<file path="src/sv/prvp_pkg.sv">
package prvp_pkg;

   localparam int OP_W     = 2;
   localparam int FRAME_W  = 6;
   localparam int ROUND_W  = 2;
   localparam int POLICY_W = 2;
   localparam int FIU_W    = 7;
   localparam int LFSR_W   = 16;
   localparam int CSR_IDX_W = 2;
   localparam int CSR_DATA_W = 16;

   localparam logic [LFSR_W-1:0] LFSR_TAPS  = 16'hB400;
   localparam logic [LFSR_W-1:0] LFSR_RESET = 16'h0001;

   typedef enum logic [OP_W-1:0] {
      OP_READ    = 2'd0,
      OP_WRITE   = 2'd1,
      OP_INSTALL = 2'd2,
      OP_PICK    = 2'd3
   } op_type;

   localparam logic [POLICY_W-1:0] POL_FIFO   = 2'd0;
   localparam logic [POLICY_W-1:0] POL_CLOCK  = 2'd1;
   localparam logic [POLICY_W-1:0] POL_RANDOM = 2'd2;
   localparam logic [POLICY_W-1:0] POL_RESET  = POL_CLOCK;

   localparam logic [FIU_W-1:0] FIU_RESET = 7'd64;

   localparam logic [CSR_IDX_W-1:0] CSR_POLICY = 2'd0;
   localparam logic [CSR_IDX_W-1:0] CSR_FRAMES = 2'd1;
   localparam logic [CSR_IDX_W-1:0] CSR_SEED   = 2'd2;

   typedef enum logic [2:0] {
      S_CLEAR,
      S_IDLE,
      S_MOD,
      S_RD,
      S_EV,
      S_DONE
   } state_type;

   function automatic logic [LFSR_W-1:0] lfsr_step(input logic [LFSR_W-1:0] v);
      logic [LFSR_W-1:0] r;
      r = v >> 1;
      if (v[0]) begin
         r = r ^ LFSR_TAPS;
      end
      return r;
   endfunction

endpackage

</file>
<file path="src/sv/prvp_req_if.sv">
interface prvp_req_if;
   import prvp_pkg::*;

   logic                 valid;
   logic                 ready;
   logic [OP_W-1:0]      operation;
   logic [FRAME_W-1:0]   frame;
   logic                 use_in;
   logic                 dirty_in;

   modport source (output valid, operation, frame, use_in, dirty_in, input ready);
   modport sink   (input valid, operation, frame, use_in, dirty_in, output ready);
endinterface

</file>
<file path="src/sv/prvp_rsp_if.sv">
interface prvp_rsp_if;
   import prvp_pkg::*;

   logic                 valid;
   logic                 ready;
   logic [FRAME_W-1:0]   victim_frame;
   logic                 victim_dirty;
   logic [ROUND_W-1:0]   search_round;

   modport source (output valid, victim_frame, victim_dirty, search_round, input ready);
   modport sink   (input valid, victim_frame, victim_dirty, search_round, output ready);
endinterface

</file>
<file path="src/sv/prvp_ram.sv">
module prvp_ram #(
   parameter int WIDTH = 1,
   parameter int DEPTH = 64
) (
   input  logic                     clock,
   input  logic                     we,
   input  logic [$clog2(DEPTH)-1:0] wr_addr,
   input  logic [WIDTH-1:0]         wr_data,
   input  logic [$clog2(DEPTH)-1:0] rd_addr,
   output logic [WIDTH-1:0]         rd_data
);
   logic [WIDTH-1:0] mem [DEPTH];
   logic [WIDTH-1:0] rd_data_ff;

   always_ff @(posedge clock) begin
      if (we) begin
         mem[wr_addr] <= wr_data;
      end
      rd_data_ff <= mem[rd_addr];
   end

   assign rd_data = rd_data_ff;
endmodule

</file>
<file path="src/sv/prvp_mod.sv">
module prvp_mod #(
   parameter int NUM_FRAMES = 64
) (
   input  logic                                clock,
   input  logic                                reset,
   input  logic                                start,
   input  logic [prvp_pkg::LFSR_W-1:0]         dividend,
   input  logic [$clog2(NUM_FRAMES+1)-1:0]     divisor,
   output logic                                done,
   output logic [$clog2(NUM_FRAMES)-1:0]       remainder
);
   import prvp_pkg::*;

   localparam int IW  = $clog2(NUM_FRAMES);
   localparam int CW  = $clog2(NUM_FRAMES + 1);
   localparam int BCW = $clog2(LFSR_W);

   logic              busy_ff, busy_in;
   logic              done_ff, done_in;
   logic [BCW-1:0]    bit_ff, bit_in;
   logic [LFSR_W-1:0] quo_ff, quo_in;
   logic [CW-1:0]     rem_ff, rem_in;
   logic [CW-1:0]     div_ff, div_in;
   logic [CW:0]       trial;

   // restoring remainder, one dividend bit per cycle
   always_comb begin
      busy_in = busy_ff;
      done_in = 1'b0;
      bit_in  = bit_ff;
      quo_in  = quo_ff;
      rem_in  = rem_ff;
      div_in  = div_ff;
      trial   = {rem_ff, quo_ff[LFSR_W-1]};
      if (start) begin
         busy_in = 1'b1;
         bit_in  = '0;
         quo_in  = dividend;
         rem_in  = '0;
         div_in  = divisor;
      end else if (busy_ff) begin
         if (trial >= {1'b0, div_ff}) begin
            rem_in = CW'(trial - {1'b0, div_ff});
         end else begin
            rem_in = trial[CW-1:0];
         end
         quo_in = quo_ff << 1;
         bit_in = bit_ff + BCW'(1);
         if (bit_ff == BCW'(LFSR_W - 1)) begin
            busy_in = 1'b0;
            done_in = 1'b1;
         end
      end
   end

   always_ff @(posedge clock) begin
      if (reset) begin
         busy_ff <= 1'b0;
         done_ff <= 1'b0;
      end else begin
         busy_ff <= busy_in;
         done_ff <= done_in;
      end
      bit_ff <= bit_in;
      quo_ff <= quo_in;
      rem_ff <= rem_in;
      div_ff <= div_in;
   end

   assign done      = done_ff;
   assign remainder = IW'(rem_ff);

`ifndef SYNTHESIS
   a_rem_below_div: assert property (@(posedge clock) disable iff (reset)
      busy_ff && !start |-> rem_ff < div_ff)
      else $error("remainder not below divisor");

   a_done_after_busy: assert property (@(posedge clock) disable iff (reset)
      done_ff |-> $past(busy_ff))
      else $error("done without a running division");

   a_no_start_busy: assert property (@(posedge clock) disable iff (reset)
      start |-> !busy_ff)
      else $error("division started while busy");
`endif
endmodule

</file>
<file path="src/sv/page_replacement_victim_picker.sv">
// Victim picker for page replacement. Keeps a use and a dirty bit per frame in two
// one-bit RAMs, a circular hand and a 16-bit LFSR. Read/write accesses and installs
// return nothing. A pick returns one result: fifo takes the frame at the hand,
// random starts the remainder unit, passes one LFSR bit per cycle through it, then
// reads a dirty bit, and the enhanced clock policy spends a RAM read, then a
// compare and optional use-bit clear, on each frame looked at; at most
// 3 * frame count + 1 frames are looked at. Only one item is in work at a time; a
// finished result waits in the output register while the next item is taken.
// After reset both RAMs are cleared, one frame per cycle, and no item is accepted
// meanwhile; configuration writes are taken at any time.
module page_replacement_victim_picker #(
   parameter int NUM_FRAMES = 64
) (
   input  logic                              clock,
   input  logic                              reset,
   input  logic                              csr_we,
   input  logic [prvp_pkg::CSR_IDX_W-1:0]    csr_index,
   input  logic [prvp_pkg::CSR_DATA_W-1:0]   csr_wdata,
   prvp_req_if.sink                          req_ch,
   prvp_rsp_if.source                        rsp_ch
);
   import prvp_pkg::*;

   localparam int IW = $clog2(NUM_FRAMES);
   localparam int CW = $clog2(NUM_FRAMES + 1);

   state_type            state_ff, state_in;
   logic [POLICY_W-1:0]  policy_ff, policy_in;
   logic [FIU_W-1:0]     frames_ff, frames_in;
   logic [LFSR_W-1:0]    lfsr_ff, lfsr_in;
   logic [IW-1:0]        hand_ff, hand_in;
   logic [IW-1:0]        clr_ff, clr_in;
   logic [IW-1:0]        cur_ff, cur_in;
   logic [CW-1:0]        cnt_ff, cnt_in;
   logic [CW-1:0]        n_ff, n_in;
   logic [ROUND_W-1:0]   round_ff, round_in;
   logic                 scan_ff, scan_in;
   logic                 hit_dirty_ff, hit_dirty_in;
   logic                 rsp_valid_ff, rsp_valid_in;
   logic [FRAME_W-1:0]   rsp_frame_ff, rsp_frame_in;
   logic                 rsp_dirty_ff, rsp_dirty_in;
   logic [ROUND_W-1:0]   rsp_round_ff, rsp_round_in;

   logic                 req_xfer;
   op_type               op;
   logic                 frame_ok;
   logic [IW-1:0]        frame_idx;
   logic [CW-1:0]        n_eff;
   logic [IW-1:0]        start_idx;
   logic [IW-1:0]        start_nxt;
   logic [IW-1:0]        cur_nxt;
   logic [CW-1:0]        cnt_nxt;
   logic [LFSR_W-1:0]    lfsr_adv;
   logic                 hit;
   logic                 slot_free;

   logic                 use_we, dirty_we;
   logic [IW-1:0]        use_waddr, dirty_waddr;
   logic                 use_wdata, dirty_wdata;
   logic                 use_rd, dirty_rd;

   logic                 mod_start, mod_done;
   logic                 mod_go_ff, mod_go_in;
   logic [IW-1:0]        mod_rem;

   prvp_ram #(.WIDTH(1), .DEPTH(NUM_FRAMES)) u_use_ram (
      .clock   (clock),
      .we      (use_we),
      .wr_addr (use_waddr),
      .wr_data (use_wdata),
      .rd_addr (cur_ff),
      .rd_data (use_rd)
   );

   prvp_ram #(.WIDTH(1), .DEPTH(NUM_FRAMES)) u_dirty_ram (
      .clock   (clock),
      .we      (dirty_we),
      .wr_addr (dirty_waddr),
      .wr_data (dirty_wdata),
      .rd_addr (cur_ff),
      .rd_data (dirty_rd)
   );

   prvp_mod #(.NUM_FRAMES(NUM_FRAMES)) u_mod (
      .clock     (clock),
      .reset     (reset),
      .start     (mod_start),
      .dividend  (lfsr_adv),
      .divisor   (n_ff),
      .done      (mod_done),
      .remainder (mod_rem)
   );

   assign req_ch.ready = (state_ff == S_IDLE);
   assign req_xfer     = req_ch.valid && req_ch.ready;
   assign op           = op_type'(req_ch.operation);
   assign frame_ok     = (32'(req_ch.frame) < NUM_FRAMES);
   assign frame_idx    = IW'(req_ch.frame);
   assign lfsr_adv     = lfsr_ff;
   assign slot_free    = !rsp_valid_ff || rsp_ch.ready;

   // clamp frame count into 1..NUM_FRAMES
   always_comb begin
      if (frames_ff == '0) begin
         n_eff = CW'(1);
      end else if (32'(frames_ff) > NUM_FRAMES) begin
         n_eff = CW'(NUM_FRAMES);
      end else begin
         n_eff = CW'(frames_ff);
      end
   end

   assign start_idx = (CW'(hand_ff) < n_eff) ? hand_ff : '0;
   assign start_nxt = (CW'(start_idx) + CW'(1) == n_eff) ? '0 : start_idx + IW'(1);
   assign cur_nxt   = (CW'(cur_ff) + CW'(1) == n_ff) ? '0 : cur_ff + IW'(1);
   assign cnt_nxt   = cnt_ff + CW'(1);
   assign hit       = !use_rd && (dirty_rd == round_ff[0]);

   always_comb begin
      state_in     = state_ff;
      policy_in    = policy_ff;
      frames_in    = frames_ff;
      lfsr_in      = lfsr_ff;
      hand_in      = hand_ff;
      clr_in       = clr_ff;
      cur_in       = cur_ff;
      cnt_in       = cnt_ff;
      n_in         = n_ff;
      round_in     = round_ff;
      scan_in      = scan_ff;
      hit_dirty_in = hit_dirty_ff;
      rsp_valid_in = rsp_valid_ff && !rsp_ch.ready;
      rsp_frame_in = rsp_frame_ff;
      rsp_dirty_in = rsp_dirty_ff;
      rsp_round_in = rsp_round_ff;
      use_we       = 1'b0;
      use_waddr    = frame_idx;
      use_wdata    = 1'b1;
      dirty_we     = 1'b0;
      dirty_waddr  = frame_idx;
      dirty_wdata  = 1'b1;
      mod_start    = 1'b0;
      mod_go_in    = 1'b0;

      unique case (state_ff)
         S_CLEAR: begin
            use_we      = 1'b1;
            use_waddr   = clr_ff;
            use_wdata   = 1'b0;
            dirty_we    = 1'b1;
            dirty_waddr = clr_ff;
            dirty_wdata = 1'b0;
            clr_in      = clr_ff + IW'(1);
            if (32'(clr_ff) == NUM_FRAMES - 1) begin
               state_in = S_IDLE;
            end
         end
         S_IDLE: begin
            if (req_xfer) begin
               unique case (op)
                  OP_READ: begin
                     use_we = frame_ok;
                  end
                  OP_WRITE: begin
                     use_we   = frame_ok;
                     dirty_we = frame_ok;
                  end
                  OP_INSTALL: begin
                     use_we      = frame_ok;
                     use_wdata   = req_ch.use_in;
                     dirty_we    = frame_ok;
                     dirty_wdata = req_ch.dirty_in;
                  end
                  OP_PICK: begin
                     n_in     = n_eff;
                     round_in = '0;
                     cnt_in   = '0;
                     if (policy_ff == POL_RANDOM) begin
                        lfsr_in   = lfsr_step(lfsr_ff);
                        scan_in   = 1'b0;
                        mod_go_in = 1'b1;
                        state_in  = S_MOD;
                     end else if (policy_ff == POL_CLOCK) begin
                        cur_in   = start_idx;
                        scan_in  = 1'b1;
                        state_in = S_RD;
                     end else begin
                        cur_in   = start_idx;
                        hand_in  = start_nxt;
                        scan_in  = 1'b0;
                        state_in = S_RD;
                     end
                  end
               endcase
            end
         end
         S_MOD: begin
            // divisor n_ff is loaded at accept, kick the unit on entry
            mod_start = mod_go_ff;
            if (mod_done) begin
               cur_in   = mod_rem;
               state_in = S_RD;
            end
         end
         S_RD: begin
            state_in = S_EV;
         end
         S_EV: begin
            if (!scan_ff || hit) begin
               hit_dirty_in = dirty_rd;
               if (scan_ff) begin
                  hand_in = cur_nxt;
               end
               state_in = S_DONE;
            end else begin
               // second pass drops the use bit of every frame it skips
               if (round_ff == ROUND_W'(1)) begin
                  use_we    = 1'b1;
                  use_waddr = cur_ff;
                  use_wdata = 1'b0;
               end
               cur_in = cur_nxt;
               if (cnt_nxt == n_ff) begin
                  cnt_in   = '0;
                  round_in = round_ff + ROUND_W'(1);
               end else begin
                  cnt_in = cnt_nxt;
               end
               state_in = S_RD;
            end
         end
         S_DONE: begin
            if (slot_free) begin
               rsp_valid_in = 1'b1;
               rsp_frame_in = FRAME_W'(cur_ff);
               rsp_dirty_in = hit_dirty_ff;
               rsp_round_in = round_ff;
               state_in     = S_IDLE;
            end
         end
         default: begin
            state_in = S_IDLE;
         end
      endcase

      if (csr_we) begin
         if (csr_index == CSR_POLICY) begin
            policy_in = csr_wdata[POLICY_W-1:0];
         end else if (csr_index == CSR_FRAMES) begin
            frames_in = csr_wdata[FIU_W-1:0];
         end else if (csr_index == CSR_SEED) begin
            lfsr_in = (csr_wdata[LFSR_W-1:0] == '0) ? LFSR_RESET : csr_wdata[LFSR_W-1:0];
         end
      end
   end

   always_ff @(posedge clock) begin
      if (reset) begin
         state_ff     <= S_CLEAR;
         clr_ff       <= '0;
         policy_ff    <= POL_RESET;
         frames_ff    <= FIU_RESET;
         lfsr_ff      <= LFSR_RESET;
         hand_ff      <= '0;
         rsp_valid_ff <= 1'b0;
         mod_go_ff    <= 1'b0;
      end else begin
         state_ff     <= state_in;
         clr_ff       <= clr_in;
         policy_ff    <= policy_in;
         frames_ff    <= frames_in;
         lfsr_ff      <= lfsr_in;
         hand_ff      <= hand_in;
         rsp_valid_ff <= rsp_valid_in;
         mod_go_ff    <= mod_go_in;
      end
      cur_ff       <= cur_in;
      cnt_ff       <= cnt_in;
      n_ff         <= n_in;
      round_ff     <= round_in;
      scan_ff      <= scan_in;
      hit_dirty_ff <= hit_dirty_in;
      rsp_frame_ff <= rsp_frame_in;
      rsp_dirty_ff <= rsp_dirty_in;
      rsp_round_ff <= rsp_round_in;
   end

   assign rsp_ch.valid        = rsp_valid_ff;
   assign rsp_ch.victim_frame = rsp_frame_ff;
   assign rsp_ch.victim_dirty = rsp_dirty_ff;
   assign rsp_ch.search_round = rsp_round_ff;

`ifndef SYNTHESIS
   a_scan_count_in_range: assert property (@(posedge clock) disable iff (reset)
      state_ff == S_EV |-> (cnt_ff < n_ff) && (CW'(cur_ff) < n_ff))
      else $error("scan position outside frame count");

   a_last_pass_hits: assert property (@(posedge clock) disable iff (reset)
      state_ff == S_EV && scan_ff && round_ff == ROUND_W'(3) && cnt_nxt == n_ff |-> hit)
      else $error("clock search ran out of frames");

   a_pick_blocks_input: assert property (@(posedge clock) disable iff (reset)
      req_xfer && op == OP_PICK |=> !req_ch.ready)
      else $error("input taken while a pick is in work");

   a_result_from_done: assert property (@(posedge clock) disable iff (reset)
      $rose(rsp_valid_ff) |-> $past(state_ff) == S_DONE)
      else $error("result raised outside the done state");
`endif
endmodule

</file>
<file path="src/flat_wrapper.sv">
// flat-port wrapper written by rule: the top's interface ports become plain ports
module page_replacement_victim_picker_flat import prvp_pkg::*;
#(
   parameter int NUM_FRAMES = 64
)
  (clock, reset, csr_we, csr_index, csr_wdata, req_ch_valid, req_ch_operation, req_ch_frame, req_ch_use_in, req_ch_dirty_in, req_ch_ready, rsp_ch_valid, rsp_ch_victim_frame, rsp_ch_victim_dirty, rsp_ch_search_round, rsp_ch_ready);
  prvp_req_if req_ch_i ();
  prvp_rsp_if rsp_ch_i ();
  input  logic clock;
  input  logic reset;
  input  logic csr_we;
  input  logic [prvp_pkg::CSR_IDX_W-1:0] csr_index;
  input  logic [prvp_pkg::CSR_DATA_W-1:0] csr_wdata;
  input wire logic [$bits(req_ch_i.valid)-1:0] req_ch_valid;
  input wire logic [$bits(req_ch_i.operation)-1:0] req_ch_operation;
  input wire logic [$bits(req_ch_i.frame)-1:0] req_ch_frame;
  input wire logic [$bits(req_ch_i.use_in)-1:0] req_ch_use_in;
  input wire logic [$bits(req_ch_i.dirty_in)-1:0] req_ch_dirty_in;
  output wire logic [$bits(req_ch_i.ready)-1:0] req_ch_ready;
  output wire logic [$bits(rsp_ch_i.valid)-1:0] rsp_ch_valid;
  output wire logic [$bits(rsp_ch_i.victim_frame)-1:0] rsp_ch_victim_frame;
  output wire logic [$bits(rsp_ch_i.victim_dirty)-1:0] rsp_ch_victim_dirty;
  output wire logic [$bits(rsp_ch_i.search_round)-1:0] rsp_ch_search_round;
  input wire logic [$bits(rsp_ch_i.ready)-1:0] rsp_ch_ready;
  assign req_ch_i.valid = req_ch_valid;
  assign req_ch_i.operation = req_ch_operation;
  assign req_ch_i.frame = req_ch_frame;
  assign req_ch_i.use_in = req_ch_use_in;
  assign req_ch_i.dirty_in = req_ch_dirty_in;
  assign req_ch_ready = req_ch_i.ready;
  assign rsp_ch_valid = rsp_ch_i.valid;
  assign rsp_ch_victim_frame = rsp_ch_i.victim_frame;
  assign rsp_ch_victim_dirty = rsp_ch_i.victim_dirty;
  assign rsp_ch_search_round = rsp_ch_i.search_round;
  assign rsp_ch_i.ready = rsp_ch_ready;
  page_replacement_victim_picker #(.NUM_FRAMES(NUM_FRAMES)) u_core (.clock(clock), .reset(reset), .csr_we(csr_we), .csr_index(csr_index), .csr_wdata(csr_wdata), .req_ch(req_ch_i), .rsp_ch(rsp_ch_i));
endmodule
</file>
<file path="config.mk">
export PLATFORM = sky130hd
export DESIGN_NAME = page_replacement_victim_picker_flat
export DESIGN_NICKNAME = d
export VERILOG_FILES = /design/src/sv/prvp_pkg.sv /design/src/sv/prvp_req_if.sv /design/src/sv/prvp_rsp_if.sv /design/src/sv/prvp_ram.sv /design/src/sv/prvp_mod.sv /design/src/sv/page_replacement_victim_picker.sv /design/src/flat_wrapper.sv
export SDC_FILE = /design/constraint.sdc
export NUM_CORES = 1
export LEC_CHECK = 0
export BUFFER_PORTS_ARGS = -buffer_cell sky130_fd_sc_hd__buf_2
export CAP_MARGIN = 10
export CORE_MARGIN = 4
export CORE_UTILIZATION = 65
export CTS_CLUSTER_DIAMETER = 100
export CTS_CLUSTER_SIZE = 14
export DETAILED_ROUTE_END_ITERATION = 8
export GPL_TIMING_DRIVEN = 0
export PLACE_DENSITY = 0.83
export SYNTH_ARGS = -nofsm -noshare
export SYNTH_HDL_FRONTEND = slang
export SYNTH_HIERARCHICAL = 1
export SYNTH_SLANG_ARGS = --single-unit
export TNS_END_PERCENT = 50
</file>
<file path="constraint.sdc">
create_clock -name clock -period 7 [get_ports clock]
set_clock_uncertainty 0.1 [all_clocks]
set_input_delay 2.1 -clock clock [delete_from_list [all_inputs] [get_ports clock]]
set_output_delay 2.1 -clock clock [all_outputs]
set_load 0.005 [all_outputs]
</file>
Word-level counts from Yosys, hierarchy flattened. Memory sizes are Yosys's and may differ from the RTL's. A register that Yosys moved wholly into a read port is not among the register bits. Cells that the tools add are included.

Add/sub/neg operators: 9. Order comparisons: 3. Equality and inequality tests: 30. Multiplexer cells: 82. Bitwise gates (word level): 6. Reduce and logical (&&, ||, !) cells: 31.

Operators by type and width (number): 16-bit 2-to-1 mux (12); 6-bit 2-to-1 mux (17); 7-bit 2-to-1 mux (7); 1-bit 2-to-1 mux (26); 6-bit case mux with 2 select lines (2); 7-bit equality test (3); 6-bit by 1-bit adder with 6-bit output, second input constant (3); 3-bit 2-to-1 mux (6); 3-bit case mux with 6 select lines (1); 6-bit case mux with 3 select lines (1); 16-bit logical NOT (1); 6-bit by 1-bit adder with 7-bit output, second input constant (2); 7-bit case mux with 2 select lines (1); 2-bit inequality test, second input constant (6); 2-bit by 1-bit inequality test with 1-bit output, second input constant (5); 5-bit AND reduction (2); 2-bit by 1-bit equality test with 1-bit output, second input constant (4); 2-bit equality test, second input constant (4); 8-bit by 7-bit >= comparator with 1-bit output (1); 2-bit 2-to-1 mux (4); 7-bit by 1-bit adder with 7-bit output, second input constant (1); 7-bit > comparator, second input constant (1); 7-bit logical NOT (1); 6-bit by 7-bit < comparator with 1-bit output (1); 29 further kinds (49).

Bits in registers: 111. Bits in writable memories: 128. Input port bits: 33. Output and inout bits: 11. Word-level logic and storage cells: 186. Memories kept: 2.

Memories: u_core.u_dirty_ram.mem (words 64, width 1, rd ports 1, clocked after Yosys merged registers in 1, write ports 1, RTL line prvp_ram.sv:12) `logic [WIDTH-1:0] mem [DEPTH];`; u_core.u_use_ram.mem (words 64, width 1, rd ports 1, clocked after Yosys merged registers in 1, write ports 1, RTL line prvp_ram.sv:12).

Longest topological paths before layout. Gate-level depths: netlist (run 1).

Depth after elaboration: 13. Depth in mapped cells: 17. Gate-level depth less buffers: 16.

Modules after synthesis. The synthesis (run 1) kept the hierarchy.

By module, submodules not included: page_replacement_victim_picker (times used 1, cells an instance 458, area an instance 4147.7 um2, sequential area each 1831.8 um2); prvp_ram at u_core.u_dirty_ram (times used 1, cells an instance 205, area an instance 2936.6 um2, sequential area each 1941.9 um2); prvp_ram at u_core.u_use_ram (times used 1, cells an instance 204, area an instance 2914.0 um2, sequential area each 1941.9 um2); prvp_mod (times used 1, cells an instance 163, area an instance 1901.8 um2, sequential area each 950.9 um2).

Worst setup path after synthesis (run 1). No wires, ideal clock.

Path kind: input -> register. From: input port req_ch_operation[0]. To: memory u_core.u_use_ram.mem[0] (data pin). Setup time: 0.564 ns. Arrival time: 4.186 ns. Required time: 6.336 ns. Path slack: 2.149 ns. Stages: 5. Buffers on the path: 0. Path through: inv_1 -> ha_1 -> nand2_1 -> nor2_1 -> a22oi_1.

Word-level cells in the longest chain between the ends: 4.

Ends and longest elaborated chain: from (decl) (RTL line flat_wrapper.sv:15) `input wire logic [$bits(req_ch_i.operation)-1:0] req_ch_operation;`; 2-bit equality test (RTL line page_replacement_victim_picker.sv:160) `unique case (op)`; 1-bit 2-to-1 mux (RTL line page_replacement_victim_picker.sv:160); 1-bit 2-to-1 mux (RTL line page_replacement_victim_picker.sv:159) `if (req_xfer) begin`; 1-bit case mux with 3 select lines (RTL line page_replacement_victim_picker.sv:145) `unique case (state_ff)`; named net u_core.use_wdata (RTL line page_replacement_victim_picker.sv:59) `logic use_wdata, dirty_wdata;`; to (decl) (RTL line prvp_ram.sv:12).

The timed path passes the listed nets, and every way through them passes these cells.

Worst setup path after layout (run 1).
From: input port req_ch_operation[0]. To: register u_core.lfsr_ff[8] (netlist: u_core/lfsr_adv[8]).

Word-level cells in the longest chain between the ends: 8.

Ends and longest elaborated chain: 2-bit equality test (*) (RTL line page_replacement_victim_picker.sv:160); 16-bit 2-to-1 mux (*) (RTL line page_replacement_victim_picker.sv:160); 16-bit 2-to-1 mux (*) (RTL line page_replacement_victim_picker.sv:159); 16-bit 2-to-1 mux (*) (RTL line page_replacement_victim_picker.sv:145); 16-bit 2-to-1 mux (RTL line page_replacement_victim_picker.sv:251) `end else if (csr_index == CSR_SEED) begin`; 16-bit 2-to-1 mux (RTL line page_replacement_victim_picker.sv:249) `end else if (csr_index == CSR_FRAMES) begin`; 16-bit 2-to-1 mux (RTL line page_replacement_victim_picker.sv:247) `if (csr_index == CSR_POLICY) begin`; 16-bit 2-to-1 mux (*) (RTL line page_replacement_victim_picker.sv:246) `if (csr_we) begin`; to (signal assigned) (RTL line page_replacement_victim_picker.sv:272) `lfsr_ff <= lfsr_in;`; to (decl) (RTL line page_replacement_victim_picker.sv:30) `logic [LFSR_W-1:0] lfsr_ff, lfsr_in;`.

Every way passes the cells marked *; elsewhere a longest branch is shown, timed or not. A chain may end at the register's enable or synchronous reset.

==> results of run 1 <==
flip-flops by register name (all words and copies together), names as in the netlist, 16 cells and up:
| register | cells |
|---|---|
| u_core/lfsr_adv | 16 |
| u_core/u_mod/quo_ff | 16 |
| u_core/u_dirty_ram/mem | 64 |
| u_core/u_use_ram/mem | 64 |
critical path, stage by stage:
cell and delay [ns]:
buf_2 0.13, ha_1 0.18, nand2_1 0.06, nor2_1 0.79
nand2_1 0.36, clkbuf_1 0.33, nand2_1 0.13, a21oi_1 0.07
a21oi_1 0.16, nor2_1 0.07
cell usage in the layout, fill, tap and decap left out, types with 16 or more instances in the layout:
cell / count
nand2_1: 82
clkbuf_1: 52
a21oi_1: 31
mux2_2: 16
xnor2_1: 22
nor2b_1: 18
and3_1: 18
nand3_1: 32
ha_1: 21
nor2_1: 203
inv_1: 35
buf_2: 49
mux4_2: 21
edfxtp_1: 184
clkbuf_16: 21
xor2_1: 23
dfxtp_1: 57
layer usage:
metal,wire length [microns],vias up
met5,0,-
met4,481,0
met3,1800,40
met2,12400,332
met1,11000,4066
li1,-,3883
final timing paths:
check                                to  slack, ns  depth (start not counted)
max                  u_core/lfsr_adv[8]       2.87                         10
min          u_core/rsp_ch.victim_dirty       0.33                          0
max reg2reg           u_core/hand_ff[1]       3.27                         17
min reg2reg  u_core/rsp_ch.victim_dirty       0.33                          0
kinds of logic after synthesis:
logic type | count (synthesis)
xor gates and xnor gates | 46
muxes | 69
and+or+nand+nor | 437
DFF | 241
AOI/OAI and AO/OA | 122
adders and majority gates | 22
buffers and inverters | 93
area by class of cell:
cell class                 count  area (sq um)  share of cell area
multi-input combinational    696          4810               0.369
clock buffer                  36           582              0.0446
sequential                   241          6670               0.511
timing repair buffer          45           245              0.0188
buffer                        57           293              0.0225
inverter                      36           135              0.0104
tap                          229           287              0.0220
clock inverter                 1          16.3             0.00125
power by group:
group,switching [mW],internal [mW]
logic,0.0767,0.0454
registers,0.0112,1.53
clock network,0.488,0.567
total,0.575,2.14
==> impl_metrics.json, run 1 <==
{
  "path_max_fanout": 12,
  "min-delay-start": "u_core/hit_dirty_ff",
  "crit_type": "input port to flop",
  "powerDensity_nw_per_um2": 209,
  "synth_seq_cells": 241,
  "fin_crit_ns": 4.13,
  "gp_congestion": 0.901,
  "synthFlopType": "edfxtp_1",
  "synth_top_area_share": 0.464,
  "synthAdderAreaFrac": 0.0238,
  "timing_hold_violations_final": 0,
  "fillCellCount": 1226,
  "drive_gt1_frac": 0.128,
  "antenna_cells": 0,
  "grt_pass1_wl_mm": 42.2,
  "avgSynthCellArea_sq_um": 11.6,
  "rows": 49,
  "die_area_sq_um": 20500,
  "synth_cell_type_count": 80,
  "clock-sinks": 241,
  "start_util": 0.662,
  "grt_util_met3": 0.0366,
  "tightestPinTransition_ns": 1.06,
  "synthTopCellsByCount": "203 x nor2_1, 184 x edfxtp_1, 83 x nand2_1",
  "utilization": 0.726,
  "synth_area_leaders": "edfxtp_1 46%, dfxtp_1 9.6%, nor2_1 6.4%, mux4_2 4.0%, mux4_1 2.6%",
  "hold_ws_ns": 0.335,
  "grt_max_degree": 65,
  "cap_viol_max_count": 0,
  "grt_util_all_layers": 0.256,
  "htree_levels": 1,
  "yosys.area_share.simple": 0.172,
  "numCtsBuffers": 21,
  "coreArea_sq_um": 18000,
  "drtPass1Iterations": 5,
  "cts_tree": "built",
  "drtAntennaViolNets": 0,
  "ir_drop_v": 0.000228,
  "relSlewSlack": 0.292,
  "postCtsSetupBuffers": 0,
  "place_area_sq_um": 12400,
  "synth.most_common_cell": "nor2_1",
  "synth_xor_area_frac": 0.0350,
  "final_area_sq_um": 13000,
  "cts_root_buf": "clkbuf_16",
  "required_ns": 7.25,
  "fin_setup_tns_ns": 0,
  "finalCritPeriodShare": 0.590,
  "ys_warn_count": 6,
  "synth_top_cell_by_area": "edfxtp_1",
  "cp.arrival_ns": 4.38,
  "pre_cts_slack_ns": 2.34,
  "ys_seq_area_frac": 0.560,
  "grt_setup_unrepaired": "no",
  "synth_compound_area_frac": 0.0748,
  "busiest_layer": "met2",
  "setup_viol": 0,
  "drt_wl_total_mm": 25.7,
  "antenna_found_initial": 0,
  "grtUsageMet1": 0.373,
  "area_growth_pct": 9.56,
  "p_total_mw": 2.72,
  "wl_per_cell_microns": 19.2,
  "synthCells": 1030,
  "grt_pass1_vias": 8113,
  "start_kind": "input port",
  "final_net_count": 1153,
  "drv_slew": 0,
  "cts_hold_buf": 0,
  "r2r_start": "u_core/frames_ff[6]",
  "drc": 0,
  "vias": 8321,
  "status": "complete, no violations",
  "min_path_type": "flop to flop",
  "clock_latency_ns": 0.49,
  "synth_fp_nets": 1085,
  "dr.first_iter.drc_count": 804,
  "viasPerCell": 6.21,
  "async_reset_ff_frac": 0,
  "die_w_microns": 143,
  "crit_path_start": "req_ch_operation[0]",
  "instances_no_fill": 1341,
  "io_pins": 44,
  "netlist_area_sq_um": 11900,
  "clock_path_buffers": 3,
  "synth_top_family_by_area": "simple AND/OR/NAND/NOR gates",
  "ctsResizeCount": 0,
  "synth.area.mux_share": 0.0987,
  "grt_remaining_overflow": 0,
  "finalWorstSetupSlack_ns": 2.87,
  "synth_edf_count": 184,
  "hpwlAfterDp_mm": 17.8,
  "portBuffers": 43,
  "end_kind": "flop",
  "placed_cells": 1304,
  "path_clk_slew_ns": 0.07,
  "fp.dieH_microns": 143,
  "fmax_ghz": 0.242,
  "total_leakage_power_nw": 4.67,
  "met2_usage": 0.423
}
Note: power is estimated with default switching activity, not from simulation.
==> inputs of run 2 (changes only) <==
--- a/config.mk
+++ b/config.mk
@@ -5,15 +5,16 @@
 export SDC_FILE = /design/constraint.sdc
 export NUM_CORES = 1
 export LEC_CHECK = 0
+export ABC_AREA = 1
 export BUFFER_PORTS_ARGS = -buffer_cell sky130_fd_sc_hd__buf_2
 export CAP_MARGIN = 10
 export CORE_MARGIN = 4
-export CORE_UTILIZATION = 65
+export CORE_UTILIZATION = 56
 export CTS_CLUSTER_DIAMETER = 100
 export CTS_CLUSTER_SIZE = 14
 export DETAILED_ROUTE_END_ITERATION = 8
 export GPL_TIMING_DRIVEN = 0
-export PLACE_DENSITY = 0.83
+export PLACE_DENSITY = 0.76
 export SYNTH_ARGS = -nofsm -noshare
 export SYNTH_HDL_FRONTEND = slang
 export SYNTH_HIERARCHICAL = 1
==> constraint.sdc (replaced) <==
create_clock -name clock -period 3.5 [get_ports clock]
set_clock_uncertainty 0.1 [all_clocks]
set_input_delay 1.05 -clock clock [delete_from_list [all_inputs] [get_ports clock]]
set_output_delay 1.05 -clock clock [all_outputs]
set_load 0.005 [all_outputs]
==> run 2 against run 1 <==
  * Design area grew 4.5%
  * Wire length grew 16%
  * Via count grew 20%
  * Final cell count grew 33%
  * Hold slack gained 0.022 ns
  * Worst setup slack lost 2.7 ns
  * Sequential cell count is the same
  * Combinational power grew to 29 times the previous value
  * First-iteration DRC count grew 23%
  * Global-route usage shrank 1.2 points
  * Largest cell class unchanged
  * Largest power group unchanged
==> impl_metrics.json, run 2 <==
{
  "p_total_mw": 9.42,
  "end_kind": "flop",
  "fmax_ghz": 0.301,
  "critPathTopFamily": "simple AND/OR/NAND/NOR gates",
  "cp.arrival_ns": 3.38,
  "timing_hold_violations_final": 0,
  "drtPass1Iterations": 5,
  "synth.most_common_cell": "nand2_1",
  "setup_viol": 0,
  "drive_gt1_frac": 0.112,
  "clock_latency_ns": 0.49,
  "crit_type": "flop to flop",
  "viasPerCell": 5.60,
  "clock_path_buffers": 3,
  "synth_cell_type_count": 51,
  "grt_pass1_vias": 9385,
  "dr.first_iter.drc_count": 990,
  "coreArea_sq_um": 21300,
  "required_ns": 3.55,
  "antenna_found_initial": 0,
  "final_net_count": 1545,
  "cp_slowest_cell": "o221ai_1",
  "relSlewSlack": 0.422,
  "numCtsBuffers": 21,
  "hpwlAfterDp_mm": 20.9,
  "grt_remaining_overflow": 0,
  "cts_root_buf": "clkbuf_16",
  "drt_wl_total_mm": 30.0,
  "avgSynthCellArea_sq_um": 8.68,
  "ys_warn_count": 6,
  "fin_crit_ns": 3.32,
  "die_area_sq_um": 24400,
  "min-delay-start": "u_core/round_ff[1]",
  "grt_max_degree": 65,
  "powerDensity_nw_per_um2": 691,
  "synth_area_leaders": "edfxtp_1 45%, nand2_1 11%, dfxtp_1 9.3%, nand3_1 6.7%, nor2_1 5.4%",
  "path_clk_slew_ns": 0.07,
  "portBuffers": 43,
  "layout.cells.most_common": "nand2_1",
  "ys_seq_area_frac": 0.542,
  "io_pins": 44,
  "synth_top_cell_by_area": "edfxtp_1",
  "htree_levels": 1,
  "start_util": 0.577,
  "clock-sinks": 241,
  "ir_drop_v": 0.000383,
  "hold_ws_ns": 0.357,
  "slowest_delay_ns": 0.50,
  "antenna_cells": 0,
  "drc": 0,
  "cts_hold_buf": 0,
  "grt_pass1_wl_mm": 47.6,
  "r2r_slack_ns": 0.18,
  "cts_tree": "built",
  "synthFlopType": "edfxtp_1",
  "netlist_area_sq_um": 12300,
  "fin_setup_tns_ns": 0,
  "pre_cts_slack_ns": -0.201,
  "layout_common_cells": "353 x nand2_1, 184 x edfxtp_1, 168 x nor2_1",
  "place_area_sq_um": 12900,
  "largest_registers": "u_core/u_dirty_ram/mem (64), u_core/u_use_ram/mem (64)",
  "tightestPinTransition_ns": 0.864,
  "status": "complete, no violations",
  "path_max_fanout": 9,
  "grt_util_all_layers": 0.245,
  "area_growth_pct": 10.8,
  "synth_fp_nets": 1471,
  "synthCells": 1416,
  "synth_top_area_share": 0.450,
  "critPathBufInv": 2,
  "synth_seq_cells": 241,
  "gp_congestion": 0.930,
  "synth_edf_count": 184,
  "rows": 53,
  "cap_viol_max_count": 0,
  "wl_per_cell_microns": 16.8,
  "min_path_type": "flop to flop",
  "finalWorstSetupSlack_ns": 0.177,
  "finalCritPeriodShare": 0.949,
  "fillCellCount": 1791,
  "synthTopCellsByCount": "355 x nand2_1, 184 x edfxtp_1, 177 x nor2_1",
  "drv_slew": 0,
  "total_leakage_power_nw": 5.46,
  "fp.dieH_microns": 156,
  "crit_path_start": "u_core/state_ff[2]",
  "die_w_microns": 156,
  "start_kind": "flop",
  "instances_no_fill": 1779,
  "placed_cells": 1736,
  "grt_setup_unrepaired": "yes",
  "async_reset_ff_frac": 0,
  "final_area_sq_um": 13600,
  "drtAntennaViolNets": 0,
  "r2r_start": "u_core/state_ff[2]",
  "crit_chain": "inv_1 -> nor2_2 -> nand3_1 -> o221ai_1 -> inv_1 -> nor2_1 -> nand3_1 -> nor4_1",
  "vias": 9971,
  "utilization": 0.640
}
==> run 2: kinds of logic after synthesis <==
logic type / synth area share
adders and majority gates: 0.0230
AOI/OAI and AO/OA: 0.0641
muxes: 0.000814
xor gates and xnor gates: 0.0171
DFF: 0.542
buffers and inverters: 0.0774
and+or+nand+nor: 0.275
==> run 2: worst paths after layout <==
path,cells past startpoint,endpoint
setup / recovery,8,u_core/u_use_ram/mem[34]
hold / removal,0,u_core/rsp_ch.search_round[1]
setup reg to reg,8,u_core/u_use_ram/mem[34]
hold reg to reg,0,u_core/rsp_ch.search_round[1]
==> run 2: metal layers <==
layer	vias to the layer above	track usage	part of all wire
met4	0	0.0843	0.030
li1	4871	-	-
met5	-	0	0
met3	67	0.0416	0.078
met1	4634	0.322	0.40
met2	399	0.412	0.49
==> run 2: layout make-up <==
class,count,area [sq um],share of cell area
Tap cell,275,344,0.0253
Clock inverter,1,16.3,0.00119
Timing Repair Buffer,51,300,0.0220
Inverter,164,633,0.0465
Multi-Input combinational cell,964,4760,0.349
Clock buffer,36,582,0.0427
Buffer,47,320,0.0235
Sequential cell,241,6670,0.489
==> run 2: repair_timing <==
action / CTS / global route
setup buffers: 3 / 3
gates cloned: 0 / 0
setup endpoints to repair: 6 / 57
pin swaps: 1 / 5
resized for setup: 2 / 19
==> run 2: report_power, final <==
part	internal, mW	switching (mW)
combinational	1.01	2.48
sequential	3.59	0.214
clock	1.13	0.991
total	5.74	3.68
